**config.mk**
```make
export PLATFORM = sky130hd
export DESIGN_NAME = lsot_ram
export DESIGN_NICKNAME = d
export VERILOG_FILES = /design/src/sv/lsot_ram.sv
export SDC_FILE = /design/constraint.sdc
export NUM_CORES = 1
export LEC_CHECK = 0
export BUFFER_PORTS_ARGS = -buffer_cell sky130_fd_sc_hd__buf_2
export CORE_ASPECT_RATIO = 1.25
export CORE_MARGIN = 2
export CORE_UTILIZATION = 55
export CTS_BUF_LIST = sky130_fd_sc_hd__clkbuf_8
export DETAILED_ROUTE_END_ITERATION = 6
export PLACE_DENSITY_LB_ADDON = 0.25
export SYNTH_ARGS = -nofsm -noshare
export SYNTH_HDL_FRONTEND = slang
export SYNTH_SLANG_ARGS = --single-unit
```
**constraint.sdc**
```tcl
create_clock -name clk -period 2 [get_ports clk]
set_input_delay 0.4 -clock clk [delete_from_list [all_inputs] [get_ports clk]]
set_output_delay 0.4 -clock clk [all_outputs]
set_load 0.1 [all_outputs]
```
**src/sv/lsot_ram.sv**
```systemverilog
module lsot_ram #(
  parameter int WIDTH = 8,
  parameter int DEPTH = 64,
  localparam int AW = (DEPTH > 1) ? $clog2(DEPTH) : 1
) (
  input  logic             clk,
  input  logic             we,
  input  logic [AW-1:0]    waddr,
  input  logic [WIDTH-1:0] wdata,
  input  logic             re,
  input  logic [AW-1:0]    raddr,
  output logic [WIDTH-1:0] rdata
);

  logic [WIDTH-1:0] mem [DEPTH];
  logic [WIDTH-1:0] rdata_r;

  always_ff @(posedge clk) begin
    if (we) begin
      mem[waddr] <= wdata;
    end
    if (re) begin
      rdata_r <= mem[raddr];
    end
  end

  assign rdata = rdata_r;

endmodule

```
Word level (Yosys, flattened, before mapping)

Memories as Yosys holds them, arrays and structs flattened. A register that Yosys moved wholly into a read port is not among the register bits.
Index checks and enable logic that the tools add are counted.

Mux-type cells: 2

Operator list:

| operator | number |
|---|---|
| $mux 1   | 2 |

Register bits after elaboration: 0
Memory bits (writable): 512
Output and inout port bits: 8
Memories: 1

Memories:

| name | words | width | read ports | clocked after Yosys merged registers in | write ports | RTL line | RTL |
|---|---|---|---|---|---|---|---|
| mem  | 64    | 8     | 1          | 1                                       | 1           | 15       | `logic [WIDTH-1:0] mem [DEPTH];` |

Longest topological paths before layout

Gate-level depths: netlist (run 1).

Word-level depth: 2
Depth in mapped cells: 9

Least setup slack after synthesis (run 1)

No wires, ideal clock.

Kind: input port to flip-flop
From: in raddr[1]
To: reg rdata_r[3] (netlist: rdata[3]), read port of mem, data pin
Setup time: 266 ps
Data arrival time: 1,940 ps
Required time: 1,734 ps
Path slack: -206 ps
Stages on the path: 7
Path buffers: 3
Path through: buf_4 > buf_2 > buf_2 > mux4_2 > mux4_2 > o21ai_1 > o41ai_1

RTL lines:

| what               | RTL line | RTL |
|---|---|---|
| start: declaration | 11       | `input logic [AW-1:0] raddr,` |
| end: declaration   | 16       | `logic [WIDTH-1:0] rdata_r;` |

==> results of run 1 <==
worst reg2reg max path: cells and delay by family (launching register included):
family           cells  cell delay, ps
AO/OA/AOI/OAI        1             150
flip-flops           1             380
multiplexers         2            1010
AND/OR/NAND/NOR      2             180
sequential cells by signal, indices dropped and copies added (netlist names):
name,count
rdata,8
mem,512
cells in the final DEF (no fill, tap or decap), drive strengths merged, types with 13 or more instances in the layout:
cell and instances:
mux2i 23, nand2 19, nor2b 14, buf 198, mux2 13, clkinv 30, nand3 13, edfxtp 520
inv 29, clkbuf 83, nor2 83, mux4 126
where the power goes:
| part | switching, uW | internal (uW) | total [uW] | leakage [uW] |
|---|---|---|---|---|
| registers | 27.9 | 12100 | 12100 | 0.00469 |
| clock network | 3880 | 3930 | 7820 | 0.000826 |
| logic | 838 | 562 | 1400 | 0.00235 |
| total | 4750 | 16600 | 21300 | 0.00786 |
kinds of logic after synthesis:
group / count (synthesis)
muxes: 162
AOI/OAI and AO/OA: 54
and+or+nand+nor: 153
buffers and inverters: 51
DFF: 520
worst paths after layout:
kind,slack (ps),cells after the start,endpoint,from
worst max register to register,20,5,rdata[2]$_DFFE_PP_,mem[3][2]$_DFFE_PP_
worst max-delay path,20,5,rdata[2]$_DFFE_PP_,mem[3][2]$_DFFE_PP_
worst min register to register,920,3,rdata[6]$_DFFE_PP_,mem[31][6]$_DFFE_PP_
worst min-delay path,160,1,rdata[0]$_DFFE_PP_,re
layer usage:
metal	track usage	wire, um	part of all wire	vias to the layer above
met1	0.3247	17390	0.39	5370
met5	0	0	0	-
met3	0.04262	3100	0.069	84
met2	0.4037	23110	0.51	452
met4	0.1083	1520	0.034	0
li1	-	-	-	4402
timing repair:
action                                  in CTS  in global routing
endpoints found under the setup margin       7                  6
pin swaps                                    3                  3
gates resized for setup                     13                  7
cloned                                       0                  0
hold buffers                                 0                  0
layout make-up:
cell class,count,share of cell area
clock inverter,62,0.01195
multi-input combinational,369,0.1864
clock buffer,82,0.04769
timing repair buffer,199,0.06846
sequential,520,0.6598
antenna,3,0.0003172
tap,480,0.02538
through the flow:
stage          setup TNS [ps]  instance area, um2  total power, uW  hold slack, ps
2_1_floorplan          -641.1               20280            13100           498.9
3_3_place_gp            -4167               22170            13700           784.0
3_5_place_dp            -4338               22170            13730           790.0
4_1_cts                     0               23620            21510           121.2
5_1_grt                -49.01               23660            22040           135.8
6_report                    0               23670            21340           157.9
==> metrics, run 1 <==
Syn Nets 963; CP arrival 2350 ps; vias in the first global route 10720; Top FF cell, synth edfxtp_1; maximum clock path buffer count 3; f_max 0.5049 GHz; Yosys cell types 39; Synth Area in Compound Gates 0.02064; fin crit share 0.9902; Synth Area in Adders 0; maximum VDD drop 0.4979 mV; cell taking the most area after synthesis edfxtp_1; YS warnings 0; Slew Viols, Final 0; most frequent cell after synthesis edfxtp_1; post-synthesis sequential area ratio 0.7712; critical path startpoint category flip-flop; CP endpoint kind flip-flop; number of synthesized register bits 520; Reg area 15620 um2; RSZ-0062 raised after global routing true; Initial Util 0.5577; setup ws final 19.59 ps; average routed wire per standard cell 26.31 um; Max stage delay on crit path 530 ps; most frequent cells after synthesis edfxtp_1 (520), mux4_2 (126), nor2_1 (83); Vias 10310; dpl ws -614.8 ps; Layout Cells excl Fill 1715; Final nets 1191; Cell Area, Synth 20250 um2; largest family of logic cells by synthesized area multiplexers; Max Cap Viol 0; area delta synth->final 16.89%; ranking of synthesized cells by area edfxtp_1 (77%), mux4_2 (14%), nor2_1 (1.5%); Post-Synth Simple-Gate Area 0.03374; Multi-input gate area 4412 um2; core area 36300 um2; GPL Wtd Cong 0.8158; syn_area_per_cell 21.54 um2; outcome complete, no violations; root buf cell clkbuf_8; Vias/cell 6.010; # rows 78; Async SR Flop Fraction 0; PD cells 901.6 nW/um2; EDFF count, synth 520; most used cell, CP mux4_2; critical path's slowest cell mux4_2; endpoints failing setup 0; dpl cells 1570; post-CTS setup buffers 0; DRC 0; clk sinks 520; Worst Path Required 2370 ps; initial DRC count 1004; crit path time final 1980 ps; leakage power figure 0.007857 uW; TritonCTS Buffers 78; first-pass GRT wire length 67210 um; Die Y 218.5 um; share of cells above drive strength 1 0.3620; htree depth 3; Total Wirelength 45120 um; skew final 23.34 ps; cell family with most CP delay multiplexers; TritonCTS clock tree built; largest net degree at the start of global routing 65; Clk pin slew, worst setup/hold paths 60 ps; Yosys top cell area share 0.7712; Relative slew margins 0.1740; Least-Margin Pin Slew 1239 ps; drt pass-1 iters 5; WP buf/inv 0; Post-Synth XOR/XNOR Area 0; final core occ 0.6519; Tot GR Track Use 0.2447; Fin. Hold Viols 0; hpwl dp 28920 um; CP max FO 1; crit-path cells mux4_2 > mux4_2 > nor2_4 > nor3_1 > o2bb2ai_1; DRT antenna net count 0; CP Class reg2reg; I/O Pins 31; width of the die 175.6 um; grt total ovfl 0; Fillers 2421; worst min-delay path class in2reg; antenna violations before repair 2; multiplexer area fraction after synthesis 0.1588; Die Area 38370 um2; IO Port Bufs 30; worst-skew pair later-pin latency 620 ps; Post-Syn Instances 940
(Power assumes the default switching activity.)
==> run 2, diff against run 1 <==
- GPL_TIMING_DRIVEN: default -> 0
==> run 2 against run 1 <==
Compared with the run above:
- the flow now finishes with violations (negative setup slack)
- cell count is 8.1% lower
- register-to-register slack worse by 70 ps
- utilization is 2.2 points lower
- non-clock buffer count is 127 lower
- sequential cell count stayed put
- worst hold slack worse by 77 ps
- final area is 3.4% lower
- clock power is 5.4% higher
- via count is 2.4% lower
- global-route usage is 0.82 points higher
- sequential share of layout area is 2.3 points higher
==> metrics, run 2 (synthesis results as in run 1) <==
violated checks negative setup slack; endpoints failing setup 77 (+77); CP Class in2reg; final core occ 0.6295 (-0.02240); Most flops, register mem; htree depth 3 (unchanged); power consumption 21750 uW (+1.9%); crit path time final 2106 ps (+125.4 ps); fin crit share 1.053 (+0.06272); Total Wirelength 46940 um (+4.0%); DRC 0 (unchanged); antenna violations before repair 0 (-2); critical path startpoint category primary input; worst-skew pair later-pin latency 640 ps (+20 ps); Least-Margin Pin Slew 1269 ps (+29.65 ps); TritonCTS clock tree built; average routed wire per standard cell 29.78 um (+13%); cell area after layout 22850 um2 (-3.4%); most frequent cells in the layout edfxtp_1 (520), mux4_2 (126), clkbuf_8 (81); clk sinks 520 (unchanged); TritonCTS Buffers 76 (-2.6%); Final nets 1062 (-11%); Crit. Startpoint waddr[1]; Die Area 38370 um2 (unchanged); RSZ-0062 raised after global routing true; R2R cell count 5 (unchanged); reg2reg end rdata[0]$_DFFE_PP_; skew final 28.80 ps (+5.463 ps); R2R setup slack -50 ps (-70 ps); IO Port Bufs 22 (-27%); hpwl dp 29240 um (+1.1%); GPL Wtd Cong 0.9267 (+14%); Slew Viols, Final 0 (unchanged); largest net degree at the start of global routing 65 (unchanged); commonest non-fill, non-tap cell in the layout edfxtp_1; Clk pin slew, worst setup/hold paths 70 ps (about the same); Vias 10060 (-2.4%); CP max FO 10 (+9); Fin. Hold Viols 0 (unchanged); share of cells above drive strength 1 0.3254 (-0.03660); CP endpoint kind flip-flop; CP Capture Point mem[47][6]$_DFFE_PP_; Die Y 218.5 um (unchanged); Vias/cell 6.381 (+6.2%); initial DRC count 1066 (+6.2%); R2R Path Start mem[2][0]$_DFFE_PP_; Hold Buf Count CTS 0 (unchanged); width of the die 175.6 um (unchanged); root buf cell clkbuf_8; area delta synth->final 12.87%; PD cells 951.6 nW/um2 (+5.6%); first-pass GRT wire length 67480 um (+0.39%); TNS Setup -3152 ps (-3152 ps); Reg area 15620 um2 (unchanged); Relative slew margins 0.1543 (-0.01976); f_max 0.4749 GHz (-6.0%); Multi-input gate area 4664 um2 (+5.7%); Tot GR Track Use 0.2529 (+0.008154); dpl cells 1442 (-8.2%); leakage power figure 0.007147 uW (-9.0%); core area 36300 um2 (unchanged); Initial Util 0.5577 (unchanged); Layout Cells excl Fill 1576 (-8.1%); maximum VDD drop 0.4793 mV (-3.7%); vias in the first global route 10160 (-5.2%); drt pass-1 iters 5 (unchanged); # rows 78 (unchanged); DRT antenna net count 0 (unchanged); Worst Path Required 2250 ps (-120 ps); worst min-delay path class in2reg; outcome finished with violations; maximum clock path buffer count 3 (unchanged); Fillers 2524 (+4.3%); grt total ovfl 0 (unchanged); Max Cap Viol 0 (unchanged); number of flip-flops in the largest register 512 (unchanged); setup ws final -105.8 ps (-125.4 ps); CP arrival 2360 ps (about the same); I/O Pins 31 (unchanged); area of placed instances 20990 um2 (-5.3%)
## run 2: cell count changes in the layout (fill, tap and decap cells not counted), sizes merged
| cell | change |
|---|---|
| buf | -143 |
| bufinv | +4 |
| clkbuf | +15 |
| clkinvlp | -2 |
| diode | -1 |
| inv | -12 |
## run 2: repair_timing
action / CTS / global route
setup buffers: 0 / 0
setup endpoints to repair: 33 / 206
resized for setup: 48 / 56
pin swaps: 2 / 2
endpoints found under the hold margin: 0 / 0
## run 2: power by group
group	internal, uW	switching [uW]
registers	12100	18.8
clock network	4380	3870
logic	473	919
## run 2: area by class of cell
type                       instances  area share
buffer                            50     0.01763
timing repair buffer              22    0.004818
multi-input combinational        369      0.2041
clock inverter                    52     0.01489
sequential                       520      0.6833
antenna                            2   0.0002190
clock buffer                      81     0.04878
tap                              480     0.02628
## run 2: worst min-delay path by stage
stage	start	end	depth (start not counted)
final	re	rdata[0]$_DFFE_PP_	1
after global routing	re	rdata[2]$_DFFE_PP_	1
after CTS	re	rdata[0]$_DFFE_PP_	1
after detailed placement	re	rdata[1]$_DFFE_PP_	1
after global placement	re	rdata[0]$_DFFE_PP_	1
after floorplan	wdata[0]	mem[0][0]$_DFFE_PP_	0
## run 2: routing by layer
layer / track usage / up-vias / wire, um
met3: 0.05689 / 86 / 3679
li1: - / 4151 / -
met1: 0.3386 / 5321 / 18340
met2: 0.3983 / 498 / 23400
met4: 0.1245 / 0 / 1519
met5: 0 / - / 0
## run 2: critical path, stage by stage
cell,delay (ps)
clkbuf_1,360
nand4_1,640
nor2_1,940
## run 2: metrics by stage
stage	hold WS, ps	setup slack [ps]
6_report	80.71	-105.8
5_1_grt	103.1	-151.4
4_1_cts	67.18	-66.61
3_5_place_dp	735.4	-1240
3_3_place_gp	733.5	-1211
2_1_floorplan	498.9	-85.29
==> run 3, diff against run 2 <==
- PLACE_DENSITY: default -> 0.76
- PLACE_DENSITY_LB_ADDON: 0.25 -> default
==> run 3 against run 2 <==
Compared with the run above:
- the run still ends with negative setup slack left
- sequential power about the same
- cell count about the same
- combinational power down 3%
- global-route usage down 0.26 points
- sequential cell count unchanged
- clock skew down 13 ps
- non-clock buffer count up 1
- worst setup slack better by 23 ps
- clock-buffer cell count down 4
- via count up 0.80%
- wire length down 1.2%
- largest cell class unchanged
==> metrics, run 3 (synthesis results as in run 1) <==
dpl cells 1442 (unchanged); Initial Util 0.5577 (unchanged); Total Wirelength 46390 um (-1.2%); Layout Cells excl Fill 1575 (-0.063%); CP max FO 10 (unchanged); Clk pin slew, worst setup/hold paths 60 ps (about the same); GPL Wtd Cong 0.9054 (-2.3%); fin crit share 1.041 (-0.01157); Die Y 218.5 um (unchanged); cell area after layout 22600 um2 (-1.1%); worst min-delay path class in2reg; net load switching power 4769 uW (-0.76%); htree depth 3 (unchanged); I/O Pins 31 (unchanged); antenna violations before repair 2 (+2); TritonCTS clock tree built; Fin. Hold Viols 0 (unchanged); average routed wire per standard cell 29.45 um (-1.1%); power consumption 21300 uW (-2.1%); Min-Delay Endpoint rdata[6]$_DFFE_PP_; Reg power frac 0.569 (+0.012); hold path start re; DRC 0 (unchanged); maximum clock path buffer count 3 (unchanged); internal power 16530 uW (-2.4%); width of the die 175.6 um (unchanged); CP endpoint kind flip-flop; violated checks negative setup slack; Final nets 1062 (unchanged); outcome finished with violations; # rows 78 (unchanged); R2R setup slack -60 ps (about the same); PD cells 942.4 nW/um2 (-0.97%); leakage power figure 0.007099 uW (-0.67%); post-CTS setup buffers 0 (unchanged); grt total ovfl 0 (unchanged); largest net degree at the start of global routing 65 (unchanged); R2R Path Start mem[2][0]$_DFFE_PP_; Vias/cell 6.436 (+0.86%); root buf cell clkbuf_8; skew final 15.84 ps (-12.96 ps); critical path startpoint category primary input; clk sinks 520 (unchanged); Most flops, register mem; CP Class in2reg; setup ws final -82.70 ps (+23.14 ps); ANT cells 0 (-2); maximum VDD drop 0.5169 mV (+7.9%); R2R cell count 5 (unchanged); Worst Path Required 2240 ps (about the same); first-pass GRT wire length 67540 um (+0.10%); Relative slew margins 0.1505 (-0.003800); Sw Share 0.2239 (+0.002971); vias in the first global route 10310 (+1.4%); f_max 0.4801 GHz (+1.1%); Max Cap Viol 0 (unchanged); drt pass-1 iters 5 (unchanged); endpoints failing setup 93 (+21%); area of placed instances 20990 um2 (unchanged); commonest non-fill, non-tap cell in the layout edfxtp_1; Vias 10140 (+0.80%); share of cells above drive strength 1 0.2968 (-0.02861); hpwl dp 28990 um (-0.85%); DRT antenna net count 0 (unchanged); core area 36300 um2 (unchanged); number of flip-flops in the largest register 512 (unchanged); crit path time final 2083 ps (-23.14 ps); area delta synth->final 11.61%; reg2reg end rdata[0]$_DFFE_PP_; TritonCTS Buffers 75 (-1.3%); Tot GR Track Use 0.2503 (-0.002569); Hold Buf Count CTS 0 (unchanged); initial DRC count 1259 (+18%); Logic pwr share 0.063 (about the same); Die Area 38370 um2 (unchanged); Least-Margin Pin Slew 1274 ps (+5.700 ps); Fillers 2474 (-2.0%); RSZ-0062 raised after global routing true; Hold Path Stages 1 (unchanged); worst-skew pair later-pin latency 620 ps (-20 ps); CP arrival 2320 ps (-40 ps); Clk pwr share 0.368 (-0.011); Slew Viols, Final 0 (unchanged); IO Port Bufs 22 (unchanged); most frequent cells in the layout edfxtp_1 (520), mux4_2 (126), clkbuf_8 (77)
[run 3: through the flow]
step / worst slack, ps / hold slack (ps) / util / TNS [ps]
floorplan: -85.29 / 498.9 / - / -641.1
global placement: -1195 / 732.0 / 0.5782 / -216360
detailed placement: -1263 / 736.8 / 0.5782 / -233800
CTS: -79.69 / 75.25 / 0.6197 / -345.1
global route: -104.6 / 110.8 / 0.6225 / -6482
finish: -82.70 / 101.8 / 0.6225 / -3787
[run 3: power by group through the flow]
stage / sequential (uW) / clock, uW / combinational [uW]
2_1_floorplan: 12400 / 0 / 652
3_3_place_gp: 12300 / 0 / 1250
3_5_place_dp: 12300 / 0 / 1270
4_1_cts: 12100 / 7920 / 1310
5_1_grt: 12100 / 8390 / 1400
6_report: 12100 / 7840 / 1350
[run 3: cell type report]
type / instances / area (um2) / area share
well taps: 480 / 600.6 / 0.02658
plain buffers: 51 / 400.4 / 0.01772
clock buffers: 77 / 1060 / 0.04690
repair buffers: 22 / 110.1 / 0.004872
flip-flops and latches: 520 / 15620 / 0.6910
clock inverters: 56 / 319.1 / 0.01412
multi-input cells: 369 / 4493 / 0.1988
[run 3: worst max path at each step]
stage                              startpoint                    to  slack, ps  cells past startpoint
after floorplan                      raddr[0]    rdata[7]$_DFFE_PP_        -90                      7
after global placement               raddr[2]    rdata[5]$_DFFE_PP_      -1200                      7
after detailed placement             raddr[2]    rdata[5]$_DFFE_PP_      -1260                      7
after CTS                 mem[3][2]$_DFFE_PP_    rdata[2]$_DFFE_PP_        -80                      5
after global routing      mem[3][2]$_DFFE_PP_    rdata[2]$_DFFE_PP_       -100                      5
final                                waddr[2]  mem[21][0]$_DFFE_PP_        -80                      4
[run 3: timing repair]
item,4_1_cts,5_1_grt
endpoints found under the setup margin,16,154
pin swaps,4,1
gates resized for setup,35,27
[run 3: critical path, stage by stage]
cell and delay, ps:
clkbuf_1 330, nor2b_1 240, nand3_1 490, nor2_1 860
[run 3: per-layer routing]
| layer | wire [um] | vias up | global-route usage |
|---|---|---|---|
| li1 | - | 4145 | - |
| met1 | 16900 | 5247 | 0.3338 |
| met2 | 22940 | 651 | 0.4026 |
| met3 | 4735 | 91 | 0.05706 |
| met4 | 1807 | 2 | 0.1077 |
| met5 | 11 | - | 0 |
